**src/sv/ctra_pkg.sv**
```systemverilog
package ctra_pkg;

  // window geometry: three history slots, the centre, three look-ahead slots
  localparam int unsigned WIN_DEPTH    = 7;
  localparam int unsigned CENTRE       = 3;
  localparam int unsigned PEND_DEPTH   = 4;
  localparam int unsigned CFG_IDX_BITS = 3;

  typedef enum logic [4:0] {
    K_SURROUNDTAG      = 5'd0,
    K_NEXTTAG          = 5'd1,
    K_CURWD            = 5'd2,
    K_NEXTWD           = 5'd3,
    K_RBIGRAM          = 5'd4,
    K_WDNEXTTAG        = 5'd5,
    K_WDAND2AFT        = 5'd6,
    K_WDAND2TAGAFT     = 5'd7,
    K_NEXT2TAG         = 5'd8,
    K_NEXT2WD          = 5'd9,
    K_NEXTBIGRAM       = 5'd10,
    K_NEXT1OR2TAG      = 5'd11,
    K_NEXT1OR2WD       = 5'd12,
    K_NEXT1OR2OR3TAG   = 5'd13,
    K_NEXT1OR2OR3WD    = 5'd14,
    K_PREVTAG          = 5'd15,
    K_PREVWD           = 5'd16,
    K_LBIGRAM          = 5'd17,
    K_WDPREVTAG        = 5'd18,
    K_WDAND2BFR        = 5'd19,
    K_WDAND2TAGBFR     = 5'd20,
    K_PREV2TAG         = 5'd21,
    K_PREV2WD          = 5'd22,
    K_PREV1OR2TAG      = 5'd23,
    K_PREV1OR2WD       = 5'd24,
    K_PREV1OR2OR3TAG   = 5'd25,
    K_PREV1OR2OR3WD    = 5'd26,
    K_PREVBIGRAM       = 5'd27
  } rule_kind_t;

  typedef enum logic [CFG_IDX_BITS-1:0] {
    REG_RULE_KIND     = 3'd0,
    REG_OLD_TAG       = 3'd1,
    REG_NEW_TAG       = 3'd2,
    REG_FIRST_ARG     = 3'd3,
    REG_SECOND_ARG    = 3'd4,
    REG_KNOWN_LOCK    = 3'd5
  } cfg_reg_t;

  typedef struct packed {
    logic seen;
    logic known;
  } tok_flags_t;

  // window commands for one cycle
  typedef struct packed {
    logic insert;
    logic emit;
    logic restart;
  } win_cmd_t;

endpackage

```
**src/sv/ctra_tok_if.sv**
```systemverilog
interface ctra_tok_if #(
  parameter int unsigned WORD_ID_BITS = 20,
  parameter int unsigned TAG_ID_BITS  = 8
);
  logic                    valid;
  logic                    ready;
  logic [WORD_ID_BITS-1:0] word_id;
  logic [TAG_ID_BITS-1:0]  tag_id;
  logic                    word_known;
  logic                    seen_with_new;
  logic                    last_token;

  modport source (
    output valid, word_id, tag_id, word_known, seen_with_new, last_token,
    input  ready
  );
  modport sink (
    input  valid, word_id, tag_id, word_known, seen_with_new, last_token,
    output ready
  );
endinterface

```
**src/sv/ctra_res_if.sv**
```systemverilog
interface ctra_res_if #(
  parameter int unsigned TAG_ID_BITS = 8
);
  logic                   valid;
  logic                   ready;
  logic [TAG_ID_BITS-1:0] tag_out;
  logic                   last_out;

  modport source (
    output valid, tag_out, last_out,
    input  ready
  );
  modport sink (
    input  valid, tag_out, last_out,
    output ready
  );
endinterface

```
**src/sv/ctra_match.sv**
```systemverilog
module ctra_match #(
  parameter int unsigned WORD_ID_BITS = 20,
  parameter int unsigned TAG_ID_BITS  = 8
) (
  input  ctra_pkg::rule_kind_t     rule_kind,
  input  logic [TAG_ID_BITS-1:0]   old_tag,
  input  logic [TAG_ID_BITS-1:0]   new_tag,
  input  logic [WORD_ID_BITS-1:0]  first_arg,
  input  logic [WORD_ID_BITS-1:0]  second_arg,
  input  logic                     known_lock,
  input  logic [WORD_ID_BITS-1:0]  view_word [ctra_pkg::WIN_DEPTH],
  input  logic [TAG_ID_BITS-1:0]   view_tag [ctra_pkg::WIN_DEPTH],
  input  ctra_pkg::tok_flags_t     centre_flags,
  input  logic [1:0]               behind,
  input  logic [1:0]               ahead,
  output logic [TAG_ID_BITS-1:0]   centre_tag_out
);
  import ctra_pkg::*;

  localparam int unsigned CMP_BITS =
    (WORD_ID_BITS > TAG_ID_BITS) ? WORD_ID_BITS : TAG_ID_BITS;

  logic [CMP_BITS-1:0] x, y;
  logic                xt [WIN_DEPTH];
  logic                yt [WIN_DEPTH];
  logic                xw [WIN_DEPTH];
  logic                yw [WIN_DEPTH];
  logic                a1, a2, a3, p1, p2, p3;
  logic                fires, allowed;

  assign x = CMP_BITS'(first_arg);
  assign y = CMP_BITS'(second_arg);

  // tags compare against the whole argument value
  always_comb begin
    for (int i = 0; i < WIN_DEPTH; i++) begin
      xt[i] = (x == CMP_BITS'(view_tag[i]));
      yt[i] = (y == CMP_BITS'(view_tag[i]));
      xw[i] = (x == CMP_BITS'(view_word[i]));
      yw[i] = (y == CMP_BITS'(view_word[i]));
    end
  end

  assign a1 = (ahead  >= 2'd1);
  assign a2 = (ahead  >= 2'd2);
  assign a3 = (ahead  == 2'd3);
  assign p1 = (behind >= 2'd1);
  assign p2 = (behind >= 2'd2);
  assign p3 = (behind == 2'd3);

  // offset o sits at slot 3+o
  always_comb begin
    case (rule_kind)
      K_SURROUNDTAG:    fires = p1 && a1 && xt[2] && yt[4];
      K_NEXTTAG:        fires = a1 && xt[4];
      K_CURWD:          fires = xw[3];
      K_NEXTWD:         fires = a1 && xw[4];
      K_RBIGRAM:        fires = a1 && xw[3] && yw[4];
      K_WDNEXTTAG:      fires = a1 && xw[3] && yt[4];
      K_WDAND2AFT:      fires = a2 && xw[3] && yw[5];
      K_WDAND2TAGAFT:   fires = a2 && xw[3] && yt[5];
      K_NEXT2TAG:       fires = a2 && xt[5];
      K_NEXT2WD:        fires = a2 && xw[5];
      K_NEXTBIGRAM:     fires = a2 && xt[4] && yt[5];
      K_NEXT1OR2TAG:    fires = a1 && (xt[4] || (a2 && xt[5]));
      K_NEXT1OR2WD:     fires = a1 && (xw[4] || (a2 && xw[5]));
      K_NEXT1OR2OR3TAG: fires = a1 && (xt[4] || (a2 && xt[5]) || (a3 && xt[6]));
      K_NEXT1OR2OR3WD:  fires = a1 && (xw[4] || (a2 && xw[5]) || (a3 && xw[6]));
      K_PREVTAG:        fires = p1 && xt[2];
      K_PREVWD:         fires = p1 && xw[2];
      K_LBIGRAM:        fires = p1 && yw[3] && xw[2];
      K_WDPREVTAG:      fires = p1 && yw[3] && xt[2];
      K_WDAND2BFR:      fires = p2 && yw[3] && xw[1];
      K_WDAND2TAGBFR:   fires = p2 && yw[3] && xt[1];
      K_PREV2TAG:       fires = p2 && xt[1];
      K_PREV2WD:        fires = p2 && xw[1];
      K_PREV1OR2TAG:    fires = p1 && (xt[2] || (p2 && xt[1]));
      K_PREV1OR2WD:     fires = p1 && (xw[2] || (p2 && xw[1]));
      K_PREV1OR2OR3TAG: fires = p1 && (xt[2] || (p2 && xt[1]) || (p3 && xt[0]));
      K_PREV1OR2OR3WD:  fires = p1 && (xw[2] || (p2 && xw[1]) || (p3 && xw[0]));
      K_PREVBIGRAM:     fires = p2 && yt[2] && xt[1];
      default:          fires = 1'b0;
    endcase
  end

  assign allowed = !known_lock || !centre_flags.known || centre_flags.seen;

  always_comb begin
    centre_tag_out = view_tag[CENTRE];
    if ((view_tag[CENTRE] == old_tag) && allowed && fires) begin
      centre_tag_out = new_tag;
    end
  end

endmodule

```
**src/sv/ctra_window.sv**
```systemverilog
module ctra_window #(
  parameter int unsigned WORD_ID_BITS = 20,
  parameter int unsigned TAG_ID_BITS  = 8
) (
  input  logic                     clk,
  input  logic                     rst_n,
  input  ctra_pkg::win_cmd_t       cmd,
  input  logic [WORD_ID_BITS-1:0]  in_word,
  input  logic [TAG_ID_BITS-1:0]   in_tag,
  input  ctra_pkg::tok_flags_t     in_flags,
  input  logic [TAG_ID_BITS-1:0]   centre_tag_new,
  output logic [WORD_ID_BITS-1:0]  view_word [ctra_pkg::WIN_DEPTH],
  output logic [TAG_ID_BITS-1:0]   view_tag [ctra_pkg::WIN_DEPTH],
  output ctra_pkg::tok_flags_t     centre_flags,
  output logic [1:0]               pending,
  output logic [1:0]               behind,
  output logic [1:0]               ahead
);
  import ctra_pkg::*;

  logic [WORD_ID_BITS-1:0] word_r [WIN_DEPTH];
  logic [WORD_ID_BITS-1:0] word_nxt [WIN_DEPTH];
  logic [TAG_ID_BITS-1:0]  tag_r [WIN_DEPTH];
  logic [TAG_ID_BITS-1:0]  tag_nxt [WIN_DEPTH];
  tok_flags_t              flag_r [PEND_DEPTH];
  tok_flags_t              flag_nxt [PEND_DEPTH];
  tok_flags_t              view_flag [PEND_DEPTH];
  logic [1:0]              va_r, va_nxt;
  logic [1:0]              ec_r, ec_nxt;
  logic [2:0]              va_eff;

  // new word lands in the first free pending slot
  always_comb begin
    for (int s = 0; s < WIN_DEPTH; s++) begin
      view_word[s] = word_r[s];
      view_tag[s]  = tag_r[s];
    end
    for (int s = 0; s < PEND_DEPTH; s++) begin
      view_flag[s] = flag_r[s];
      if (cmd.insert && (va_r == 2'(s))) begin
        view_word[CENTRE + s] = in_word;
        view_tag[CENTRE + s]  = in_tag;
        view_flag[s]          = in_flags;
      end
    end
  end

  assign centre_flags = view_flag[0];
  assign va_eff       = {1'b0, va_r} + 3'(cmd.insert);
  assign ahead        = 2'(va_eff - 3'd1);
  assign pending      = va_r;
  assign behind       = ec_r;

  always_comb begin
    for (int s = 0; s < WIN_DEPTH; s++) begin
      word_nxt[s] = view_word[s];
      tag_nxt[s]  = view_tag[s];
    end
    for (int s = 0; s < PEND_DEPTH; s++) begin
      flag_nxt[s] = view_flag[s];
    end
    if (cmd.emit) begin
      for (int s = 0; s < WIN_DEPTH - 1; s++) begin
        word_nxt[s] = view_word[s + 1];
        tag_nxt[s]  = view_tag[s + 1];
      end
      // decided centre tag moves into the newest history slot
      tag_nxt[CENTRE - 1] = centre_tag_new;
      for (int s = 0; s < PEND_DEPTH - 1; s++) begin
        flag_nxt[s] = view_flag[s + 1];
      end
    end
  end

  always_comb begin
    va_nxt = 2'(va_eff - 3'(cmd.emit));
    ec_nxt = ec_r;
    if (cmd.restart) begin
      va_nxt = 2'd0;
      ec_nxt = 2'd0;
    end else if (cmd.emit && (ec_r != 2'd3)) begin
      ec_nxt = ec_r + 2'd1;
    end
  end

  always_ff @(posedge clk) begin
    if (!rst_n) begin
      va_r <= 2'd0;
      ec_r <= 2'd0;
    end else begin
      va_r <= va_nxt;
      ec_r <= ec_nxt;
    end
  end

  always_ff @(posedge clk) begin
    word_r <= word_nxt;
    tag_r  <= tag_nxt;
    flag_r <= flag_nxt;
  end

endmodule

```
**src/sv/contextual_tag_rule_applier.sv**
```systemverilog
// channel  dir  handshake            word
// in_tok   in   valid/ready          word_id, tag_id, word_known, seen_with_new, last_token
// out_res  out  valid/ready          tag_out, last_out
// cfg      in   cfg_we, no stall     cfg_addr selects register, cfg_wdata
//
// one token per cycle sustained while no flush runs and the result register has space;
// a causing token passes the input register, then the window step into the result register
// a token marked last emits all pending tokens, one per cycle while the result register
// has space, so it holds the input until the flush ends
// synchronous active-low reset clears control and rule registers, not the window data
// a stalled result register holds any window step that emits; an empty input register still fills
module contextual_tag_rule_applier #(
  parameter int unsigned WORD_ID_BITS = 20,
  parameter int unsigned TAG_ID_BITS  = 8
) (
  input  logic                                   clk,
  input  logic                                   rst_n,
  ctra_tok_if.sink                               in_tok,
  ctra_res_if.source                             out_res,
  input  logic                                   cfg_we,
  input  logic [ctra_pkg::CFG_IDX_BITS-1:0]      cfg_addr,
  input  logic [((WORD_ID_BITS > TAG_ID_BITS) ? WORD_ID_BITS : TAG_ID_BITS)-1:0]
                                                 cfg_wdata
);
  import ctra_pkg::*;

  // rule registers
  rule_kind_t              rule_kind_r;
  logic [TAG_ID_BITS-1:0]  old_tag_r;
  logic [TAG_ID_BITS-1:0]  new_tag_r;
  logic [WORD_ID_BITS-1:0] first_arg_r;
  logic [WORD_ID_BITS-1:0] second_arg_r;
  logic                    known_lock_r;

  // input register
  logic                    inq_valid_r, inq_valid_nxt;
  logic [WORD_ID_BITS-1:0] inq_word_r;
  logic [TAG_ID_BITS-1:0]  inq_tag_r;
  tok_flags_t              inq_flags_r;
  logic                    inq_last_r;

  // result register
  logic                    res_valid_r, res_valid_nxt;
  logic [TAG_ID_BITS-1:0]  res_tag_r;
  logic                    res_last_r;

  // flush after a last token
  logic                    flush_r, flush_nxt;

  logic                    in_take;
  logic                    res_space;
  logic                    need_emit;
  logic                    step_in, step_flush;
  logic                    final_emit;
  win_cmd_t                win_cmd;

  logic [WORD_ID_BITS-1:0] view_word [WIN_DEPTH];
  logic [TAG_ID_BITS-1:0]  view_tag [WIN_DEPTH];
  tok_flags_t              centre_flags;
  logic [1:0]              pending, behind, ahead;
  logic [TAG_ID_BITS-1:0]  centre_tag_new;

  // configuration decode
  always_ff @(posedge clk) begin
    if (!rst_n) begin
      rule_kind_r     <= K_SURROUNDTAG;
      old_tag_r       <= '0;
      new_tag_r       <= '0;
      first_arg_r     <= '0;
      second_arg_r    <= '0;
      known_lock_r    <= 1'b0;
    end else if (cfg_we) begin
      unique case (cfg_reg_t'(cfg_addr))
        REG_RULE_KIND:     rule_kind_r     <= rule_kind_t'(cfg_wdata[4:0]);
        REG_OLD_TAG:       old_tag_r       <= cfg_wdata[TAG_ID_BITS-1:0];
        REG_NEW_TAG:       new_tag_r       <= cfg_wdata[TAG_ID_BITS-1:0];
        REG_FIRST_ARG:     first_arg_r     <= cfg_wdata[WORD_ID_BITS-1:0];
        REG_SECOND_ARG:    second_arg_r    <= cfg_wdata[WORD_ID_BITS-1:0];
        REG_KNOWN_LOCK:    known_lock_r    <= cfg_wdata[0];
        default: ;
      endcase
    end
  end

  // step control
  // a token emits when it fills the fourth pending slot or closes the corpus
  assign res_space  = !res_valid_r || out_res.ready;
  assign need_emit  = inq_last_r || (pending == 2'd3);
  assign step_in    = inq_valid_r && !flush_r && (!need_emit || res_space);
  assign step_flush = flush_r && res_space;

  assign win_cmd.insert  = step_in;
  assign win_cmd.emit    = (step_in && need_emit) || step_flush;
  // the oldest pending token with nothing ahead is the corpus's final result
  assign final_emit      = win_cmd.emit && (flush_r || inq_last_r) && (ahead == 2'd0);
  assign win_cmd.restart = final_emit;

  always_comb begin
    flush_nxt = flush_r;
    if (final_emit) begin
      flush_nxt = 1'b0;
    end else if (step_in && inq_last_r) begin
      flush_nxt = 1'b1;
    end
  end

  // input register: refills in the cycle it is drained
  assign in_tok.ready = !inq_valid_r || step_in;
  assign in_take      = in_tok.valid && in_tok.ready;

  always_comb begin
    inq_valid_nxt = inq_valid_r;
    if (in_take) begin
      inq_valid_nxt = 1'b1;
    end else if (step_in) begin
      inq_valid_nxt = 1'b0;
    end
  end

  always_comb begin
    res_valid_nxt = res_valid_r;
    if (win_cmd.emit) begin
      res_valid_nxt = 1'b1;
    end else if (out_res.ready) begin
      res_valid_nxt = 1'b0;
    end
  end

  always_ff @(posedge clk) begin
    if (!rst_n) begin
      inq_valid_r <= 1'b0;
      res_valid_r <= 1'b0;
      flush_r     <= 1'b0;
    end else begin
      inq_valid_r <= inq_valid_nxt;
      res_valid_r <= res_valid_nxt;
      flush_r     <= flush_nxt;
    end
  end

  always_ff @(posedge clk) begin
    if (in_take) begin
      inq_word_r        <= in_tok.word_id;
      inq_tag_r         <= in_tok.tag_id;
      inq_flags_r.known <= in_tok.word_known;
      inq_flags_r.seen  <= in_tok.seen_with_new;
      inq_last_r        <= in_tok.last_token;
    end
    if (win_cmd.emit) begin
      res_tag_r  <= centre_tag_new;
      res_last_r <= final_emit;
    end
  end

  assign out_res.valid    = res_valid_r;
  assign out_res.tag_out  = res_tag_r;
  assign out_res.last_out = res_last_r;

  // seven-slot token window
  ctra_window #(
    .WORD_ID_BITS (WORD_ID_BITS),
    .TAG_ID_BITS  (TAG_ID_BITS)
  ) u_window (
    .clk            (clk),
    .rst_n          (rst_n),
    .cmd            (win_cmd),
    .in_word        (inq_word_r),
    .in_tag         (inq_tag_r),
    .in_flags       (inq_flags_r),
    .centre_tag_new (centre_tag_new),
    .view_word      (view_word),
    .view_tag       (view_tag),
    .centre_flags   (centre_flags),
    .pending        (pending),
    .behind         (behind),
    .ahead          (ahead)
  );

  // template compare and retag decision for the centre token
  ctra_match #(
    .WORD_ID_BITS (WORD_ID_BITS),
    .TAG_ID_BITS  (TAG_ID_BITS)
  ) u_match (
    .rule_kind      (rule_kind_r),
    .old_tag        (old_tag_r),
    .new_tag        (new_tag_r),
    .first_arg      (first_arg_r),
    .second_arg     (second_arg_r),
    .known_lock     (known_lock_r),
    .view_word      (view_word),
    .view_tag       (view_tag),
    .centre_flags   (centre_flags),
    .behind         (behind),
    .ahead          (ahead),
    .centre_tag_out (centre_tag_new)
  );

`ifndef SYNTHESIS
  // no new token enters the window while a corpus is being flushed
  a_no_insert_in_flush: assert property (@(posedge clk) disable iff (!rst_n)
    flush_r |-> !win_cmd.insert)
    else $error("token inserted during flush");

  // a held result is never overwritten
  a_no_result_overwrite: assert property (@(posedge clk) disable iff (!rst_n)
    (res_valid_r && !out_res.ready) |-> !win_cmd.emit)
    else $error("result overwritten while stalled");

  // the final result leaves an empty window and no history
  a_final_clears: assert property (@(posedge clk) disable iff (!rst_n)
    final_emit |=> (pending == 2'd0) && (behind == 2'd0) && !flush_r)
    else $error("window not cleared after final result");

  // a plain insert grows the pending count by one
  a_insert_count: assert property (@(posedge clk) disable iff (!rst_n)
    (win_cmd.insert && !win_cmd.emit) |=> (pending == $past(pending) + 2'd1))
    else $error("pending count wrong after insert");
`endif

endmodule
```
**src/flat_wrapper.sv**
```systemverilog
// flat-port wrapper written by rule: the top's interface ports become plain ports
module contextual_tag_rule_applier_flat import ctra_pkg::*;
#(
  parameter int unsigned WORD_ID_BITS = 20,
  parameter int unsigned TAG_ID_BITS  = 8
)
  (clk, rst_n, cfg_we, cfg_addr, cfg_wdata, in_tok_valid, in_tok_word_id, in_tok_tag_id, in_tok_word_known, in_tok_seen_with_new, in_tok_last_token, in_tok_ready, out_res_valid, out_res_tag_out, out_res_last_out, out_res_ready);
  ctra_tok_if #(.WORD_ID_BITS(WORD_ID_BITS), .TAG_ID_BITS(TAG_ID_BITS)) in_tok_i ();
  ctra_res_if #(.TAG_ID_BITS(TAG_ID_BITS)) out_res_i ();
  input  logic clk;
  input  logic rst_n;
  input  logic cfg_we;
  input  logic [ctra_pkg::CFG_IDX_BITS-1:0] cfg_addr;
  input  logic [((WORD_ID_BITS > TAG_ID_BITS) ? WORD_ID_BITS : TAG_ID_BITS)-1:0] cfg_wdata;
  input wire logic [$bits(in_tok_i.valid)-1:0] in_tok_valid;
  input wire logic [$bits(in_tok_i.word_id)-1:0] in_tok_word_id;
  input wire logic [$bits(in_tok_i.tag_id)-1:0] in_tok_tag_id;
  input wire logic [$bits(in_tok_i.word_known)-1:0] in_tok_word_known;
  input wire logic [$bits(in_tok_i.seen_with_new)-1:0] in_tok_seen_with_new;
  input wire logic [$bits(in_tok_i.last_token)-1:0] in_tok_last_token;
  output wire logic [$bits(in_tok_i.ready)-1:0] in_tok_ready;
  output wire logic [$bits(out_res_i.valid)-1:0] out_res_valid;
  output wire logic [$bits(out_res_i.tag_out)-1:0] out_res_tag_out;
  output wire logic [$bits(out_res_i.last_out)-1:0] out_res_last_out;
  input wire logic [$bits(out_res_i.ready)-1:0] out_res_ready;
  assign in_tok_i.valid = in_tok_valid;
  assign in_tok_i.word_id = in_tok_word_id;
  assign in_tok_i.tag_id = in_tok_tag_id;
  assign in_tok_i.word_known = in_tok_word_known;
  assign in_tok_i.seen_with_new = in_tok_seen_with_new;
  assign in_tok_i.last_token = in_tok_last_token;
  assign in_tok_ready = in_tok_i.ready;
  assign out_res_valid = out_res_i.valid;
  assign out_res_tag_out = out_res_i.tag_out;
  assign out_res_last_out = out_res_i.last_out;
  assign out_res_i.ready = out_res_ready;
  contextual_tag_rule_applier #(.WORD_ID_BITS(WORD_ID_BITS), .TAG_ID_BITS(TAG_ID_BITS)) u_core (.clk(clk), .rst_n(rst_n), .in_tok(in_tok_i), .out_res(out_res_i), .cfg_we(cfg_we), .cfg_addr(cfg_addr), .cfg_wdata(cfg_wdata));
endmodule
```
**config.mk**
```make
export PLATFORM = sky130hd
export DESIGN_NAME = contextual_tag_rule_applier_flat
export DESIGN_NICKNAME = d
export VERILOG_FILES = /design/src/sv/ctra_pkg.sv /design/src/sv/ctra_tok_if.sv /design/src/sv/ctra_res_if.sv /design/src/sv/ctra_match.sv /design/src/sv/ctra_window.sv /design/src/sv/contextual_tag_rule_applier.sv /design/src/flat_wrapper.sv
export SDC_FILE = /design/constraint.sdc
export NUM_CORES = 1
export LEC_CHECK = 0
export BUFFER_PORTS_ARGS = -buffer_cell sky130_fd_sc_hd__buf_2
export CAP_MARGIN = 20
export CORE_ASPECT_RATIO = 0.8
export CORE_MARGIN = 5
export CORE_UTILIZATION = 40
export DETAILED_ROUTE_END_ITERATION = 8
export PLACE_DENSITY = 0.55
export SLEW_MARGIN = 15
export SYNTH_ARGS = -nofsm -noshare
export SYNTH_HDL_FRONTEND = slang
export SYNTH_HIERARCHICAL = 1
export SYNTH_SLANG_ARGS = --single-unit
export TNS_END_PERCENT = 50
```
**constraint.sdc**
```tcl
create_clock -name clk -period 8.5 [get_ports clk]
set_input_delay 1.275 -clock clk [delete_from_list [all_inputs] [get_ports clk]]
set_output_delay 1.275 -clock clk [all_outputs]
set_load 0.05 [all_outputs]
```
### Word level (Yosys, flattened, before mapping)

Index checks and enable logic that the tools add are counted.

| word-level totals | value |
|---|---|
| input bits | 59 |
| logic and storage cells | 216 |
| output and inout port bits | 11 |
| flip-flop bits (word level) | 305 |

| operators by class | value |
|---|---|
| magnitude comparators | 4 |
| bitwise operators | 1 |
| reductions and logical operators | 89 |
| add/sub/neg operators | 4 |
| multiplexer cells | 21 |
| equal/unequal tests | 58 |

Operator list:

| cell | number |
|---|---|
| == test 20 bit | 10 |
| == test 20 x 8 -> 1 bit | 9 |
| 2-to-1 mux 20 bit | 4 |
| == test 5 bit, second input constant | 12 |
| 2-to-1 mux 60 bit | 1 |
| logical AND 1 bit | 54 |
| == test 5 x 4 -> 1 bit, second input constant | 8 |
| 2-to-1 mux 8 bit | 5 |
| one-hot mux 1 bit (28 select lines) | 1 |
| 2-to-1 mux 24 bit | 1 |
| == test 5 x 3 -> 1 bit, second input constant | 4 |
| logical OR 1 bit | 16 |
| AND reduction 2 bit | 6 |
| == test 5 x 2 -> 1 bit, second input constant | 2 |
| == test 2 bit, second input constant | 4 |
| == test 8 bit | 1 |
| 2-to-1 mux 2 bit | 4 |
| == test 3 x 2 -> 1 bit, second input constant | 2 |
| == test 3 bit, second input constant | 2 |
| logical NOT 1 bit | 6 |
| 2-to-1 mux 6 bit | 1 |
| == test 5 x 1 -> 1 bit, second input constant | 1 |
| logical NOT 5 bit | 1 |
| greater-or-equal comparator 2 x 1 -> 1 bit, second input constant | 2 |
| other kinds (14) | 20 |

### Logic depth before layout (Yosys ltp)

| depth | value |
|---|---|
| depth in word-level cells | 15 |
| depth in mapped cells | 17 |
| mapped depth without buffers | 13 |

### Modules after synthesis

Netlist, hierarchy kept.

Modules (own cells, without submodules):

| module | area each (um2) | instances | sequential area each (um2) | cells each |
|---|---|---|---|---|
| ctra_window | 9231.4 | 1 | 5004.8 | 806 |
| ctra_match | 4350.4 | 1 | 0.0 | 543 |
| contextual_tag_rule_applier | 3454.6 | 1 | 2502.4 | 295 |

### Least setup slack after synthesis

OpenSTA, ideal clock, no wires.

| path | value |
|---|---|
| path kind | input -> register |
| start point | input port out_res_ready |
| end point | register u_core.u_window.ec_r[1], in the netlist u_core/u_window/behind[1] |
| data required time | 8.384 ns |
| slack | 1.640 ns |
| setup time | 0.116 ns |
| arrival | 6.744 ns |
| buffers on the path | 3 |
| stages on the path | 8 |
| cell sequence | nor2b_1 nor2_1 buf_4 buf_2 buf_2 nor2b_1 mux2i_1 nor2_1 |

| on the way | value |
|---|---|
| word-level cells in the longest chain between the ends | 8 |
| elaborated cells between the ends (all ways) | 13 |
| those cells by class | 2 x add/sub; 11 x reduce/logical |

Ends and longest elaborated chain:

| what | line | source |
|---|---|---|
| from (decl) | flat_wrapper.sv:25 | `input wire logic [$bits(out_res_i.ready)-1:0] out_res_ready;` |
| logical OR 1 bit * | contextual_tag_rule_applier.sv:87 | `assign res_space = !res_valid_r \|\| out_res.ready;` |
| logical OR 1 bit | contextual_tag_rule_applier.sv:89 | `assign step_in = inq_valid_r && !flush_r && (!need_emit \|\| res_space);` |
| logical AND 1 bit | contextual_tag_rule_applier.sv:89 |  |
| adder 2 x 1 -> 2 bit or logical AND 1 bit (tied branches) | ctra_window.sv:49, contextual_tag_rule_applier.sv:93 |  |
| subtractor 2 x 1 -> 2 bit or logical OR 1 bit (tied branches) | ctra_window.sv:50, contextual_tag_rule_applier.sv:93 |  |
| logical NOT 2 bit or logical AND 1 bit (tied branches) | contextual_tag_rule_applier.sv:95 | `assign final_emit = win_cmd.emit && (flush_r \|\| inq_last_r) && (ahead == 2'd0);` |
| logical AND 1 bit | contextual_tag_rule_applier.sv:95 |  |
| OR reduction 2 bit (no line) | n/a |  |
| to (signal assigned) | ctra_window.sv:92 | `ec_r <= ec_nxt;` |
| to (decl) | ctra_window.sv:29 | `logic [1:0] ec_r, ec_nxt;` |

Mark *: on every way between the ends. The rest lies on a longest branch, timed or not.
A chain may end at the register's enable or synchronous reset.

==> summary.md <==
| Metric | Value |
|---|---|
| # IOs | 70 |
| Total CTS buffers | 34 |
| Dpl hpwl | 36.6 mm |
| # hold bufs at CTS | 0 |
| Initial Util | 40.6% |
| WP buf/inv | 3 |
| Unrepaired setup endpoints after global routing | no |
| Tot Pwr | 5.62 mW |
| Outcome | finished, final reports clean |
| Routed WL | 52.1 mm |
| Initial antenna violation count | 0 |
| Pre-antenna DRT Iters | 7 |
| DRC Markers | 0 |
| Switch Pwr | 1.90 mW |
| Ratio of cells with drive above 1 in the final layout | 20.7% |
| Synth area leaders | dfxtp_1 (22%), edfxtp_1 (22%), xnor2_1 (12%) |
| CP Capture Type | flip-flop |
| Syn_nets | 1706 |
| Clock sinks | 313 |
| Main synth FF type | dfxtp_1 |
| Placed Cells | 2066 |
| Crit path DAT | 5720 ps |
| First-pass GRT wire length | 78.0 mm |
| Max Freq | 183 MHz |
| DIE WIDTH | 241 um |
| Clk pin slew, worst setup/hold paths | 60 ps |
| Die Y | 195 um |
| Antenna Cells | 0 |
| Worst-path maximum fanout | 22 |
| Crit path kind | input port to flip-flop |
| Area share of the largest cell type after synthesis | 22.2% |
| CTS tree | built |
| Worst hold path class | flip-flop to flip-flop |
| Area of the core | 0.0420 mm2 |
| Total gr overflow | 0 |
| Final Critical Period | 5460 ps |
| Post-synthesis cell count | 1644 |
| #FFs+latches synth | 313 |
| Most frequent cells in the layout | xnor2_1 (243), nand2_1 (193), dfxtp_1 (189), edfxtp_1 (124), or3_1 (82) |
| Routed Antenna Nets | 0 |
| Vias in the first global route | 11638 |
| Global placer's final weighted congestion | 0.925 |
| Max-slew headroom | 19.7% |
| CTS Root Cell | clkbuf_16 |
| Final Cycle Share | 64.2% |
| # Max-Cap Violations | 0 |
| H-Tree Depth | 2 |
| PD cells | 314 mW/mm2 |
| Skew-Pair Late Insertion Delay | 520 ps |
| Fin. Hold Viols | 0 |
| PortBufs | 69 |
| Sw Share | 33.7% |
| Post-Synthesis Cell Area | 0.0170 mm2 |
| Total GRT Usage | 21.6% |
| Commonest non-fill, non-tap cell in the layout | xnor2_1 |
| Critical Path RT | 8760 ps |
| Critical path's largest stage delay | 600 ps |
| Finished Layout Cells | 2128 |
| Post-CTS sizing | 0 |
| Clock share of power | 26.6% |
| Internal power | 3.72 mW |
| DIE AREA | 0.0468 mm2 |
| Syn Area/Cell | 10.4 um2 |
| Drt first-iter violations | 1231 |
| Cell Rows | 67 |
| Ys async rst share | 0% |
| Yosys top cell by area | dfxtp_1 |
| Area Overhead vs Synth | 5.00% |
| Skew final | 8.26 ps |
| Leak Pwr | 6.33 nW |
| Share of total power in combinational logic | 32.9% |
| Final Max Tran Viols | 0 |
| DR WL/cell | 24.5 um |
| Vias | 11989 |
| Synth warnings | 6 |
| Vias/cell | 5.63 |
| Distinct cells, synth | 70 |
| Register share of total power | 40.5% |
| CP Cell Sequence | buf_2 -> nor2b_1 -> a211oi_2 -> nor3b_4 -> buf_4 -> mux2i_1 -> inv_1 -> xnor2_1 -> nand4_1 -> nor3_1 -> nand2_1 -> o32ai_1 -> nor4_4 -> o211ai_4 -> mux2_4 |
| Finish-stage setup viols | 0 |
| Seq/Total Area, Yosys | 44.1% |
| CP Launch Type | input port |
| Fin nets | 1613 |
| Fillers | 4021 |
| Peak VDD IR | 0.145 mV |
| Clock buffer depth | 3 |
| Crit-path slowest cell | a211oi_2 |
| Setup repair bufs after CTS | 0 |
| Setup TNS | 0 ps |
| Pin count of the biggest net entering global routing | 181 |
| Delay-heaviest family, CP | compound AO/OA/AOI/OAI gates |
| Worst-margin pin slew | 1200 ps |
| EDFF count, synth | 124 |
[routing by layer]
| layer | vias to the layer above | track usage [%] | share of wire, % |
|---|---|---|---|
| li1 | 5566 | - | - |
| met1 | 5934 | 31.9 | 47 |
| met2 | 418 | 33.8 | 45 |
| met3 | 71 | 3.85 | 6.5 |
| met4 | 0 | 3.95 | 1.7 |
| met5 | - | 0 | 0 |
[final timing paths]
| kind | depth (start not counted) | from | slack, ps | to |
|---|---|---|---|---|
| worst max-delay path | 15 | out_res_ready | 3040 | u_core/u_window/view_tag[34]$_DFFE_PP_ |
| worst min-delay path | 2 | u_core/u_window/flag_r[1]$_DFF_P_ | 460 | u_core/u_window/flag_r[1]$_DFF_P_ |
| worst min register to register | 2 | u_core/u_window/flag_r[1]$_DFF_P_ | 460 | u_core/u_window/flag_r[1]$_DFF_P_ |
| worst max register to register | 14 | u_core/u_window/pending[0]$_SDFF_PP0_ | 3280 | u_core/u_window/view_tag[34]$_DFFE_PP_ |
[through the flow]
step	worst slack (ps)	utilization (%)	hold slack [ps]	instance area (um2)
floorplan	1640	-	426	17000
global placement	2260	39.9	447	16800
detailed placement	2140	39.9	450	16800
finish	3040	42.6	461	17900
CTS	2690	42.5	464	17900
global route	2810	42.6	474	17900
[kinds of logic (layout without fill, tap and decap cells)]
family,Yosys count,in the layout,share of synthesized area (%)
AO/OA/AOI/OAI,188,188,9.16
XOR/XNOR,286,286,14.8
adder cells (fa/ha/maj),4,4,0.279
buffers and inverters,247,179,9.61
flip-flops,313,313,44.1
multiplexers,85,85,5.69
AND/OR/NAND/NOR,521,521,16.4
[power by group through the flow]
| stage | logic [mW] | clock network, mW | registers [mW] |
|---|---|---|---|
| after floorplan | 1.57 | 0 | 2.18 |
| after CTS | 1.83 | 1.53 | 2.27 |
| after global placement | 1.80 | 0 | 2.29 |
| after global routing | 1.99 | 1.60 | 2.31 |
| after detailed placement | 1.82 | 0 | 2.29 |
| final | 1.85 | 1.50 | 2.27 |
[cell type report]
cell class,count,area [um2],share of cell area [%]
multi-input combinational,1084,7920,44.3
timing repair buffer,100,598,3.34
clock inverter,17,166,0.930
tap,552,691,3.86
sequential,313,7510,42.0
inverter,18,67.6,0.378
clock buffer,44,941,5.26
[state kept, by name, summed over array words and instances, names as in the netlist, 20 cells and up]
signal                     count
u_core/u_window/word_r        80
u_core/first_arg_r            20
u_core/u_window/view_word     60
u_core/u_window/tag_r         32
u_core/u_window/view_tag      24
u_core/inq_word_r             20
u_core/second_arg_r           20
[worst min-delay path: stages (launching register included)]
cell     delay, ps
dfxtp_1        310
mux2i_1         70
inv_1           50
[synth_stat cells (all sizes together) (2+ instances only)]
master	count
a211oi	3
a21boi	2
a21oi	7
a31oi	8
and2	5
and3b	2
buf	192
clkbuf	37
dfxtp	189
edfxtp	124
ha	3
inv	18
mux2	61
mux2i	24
nand2	194
nand2b	6
nand3	82
nand3b	4
nand4	58
nand4b	2
nand4bb	4
nor2	25
nor2b	6
nor3	13
nor4	31
o2111ai	2
o211ai	4
o21ai	69
o221a	80
o221ai	2
o22ai	3
o41ai	2
or3	82
xnor2	245
xor2	41
No activity file was read; power rests on OpenSTA's default activity.
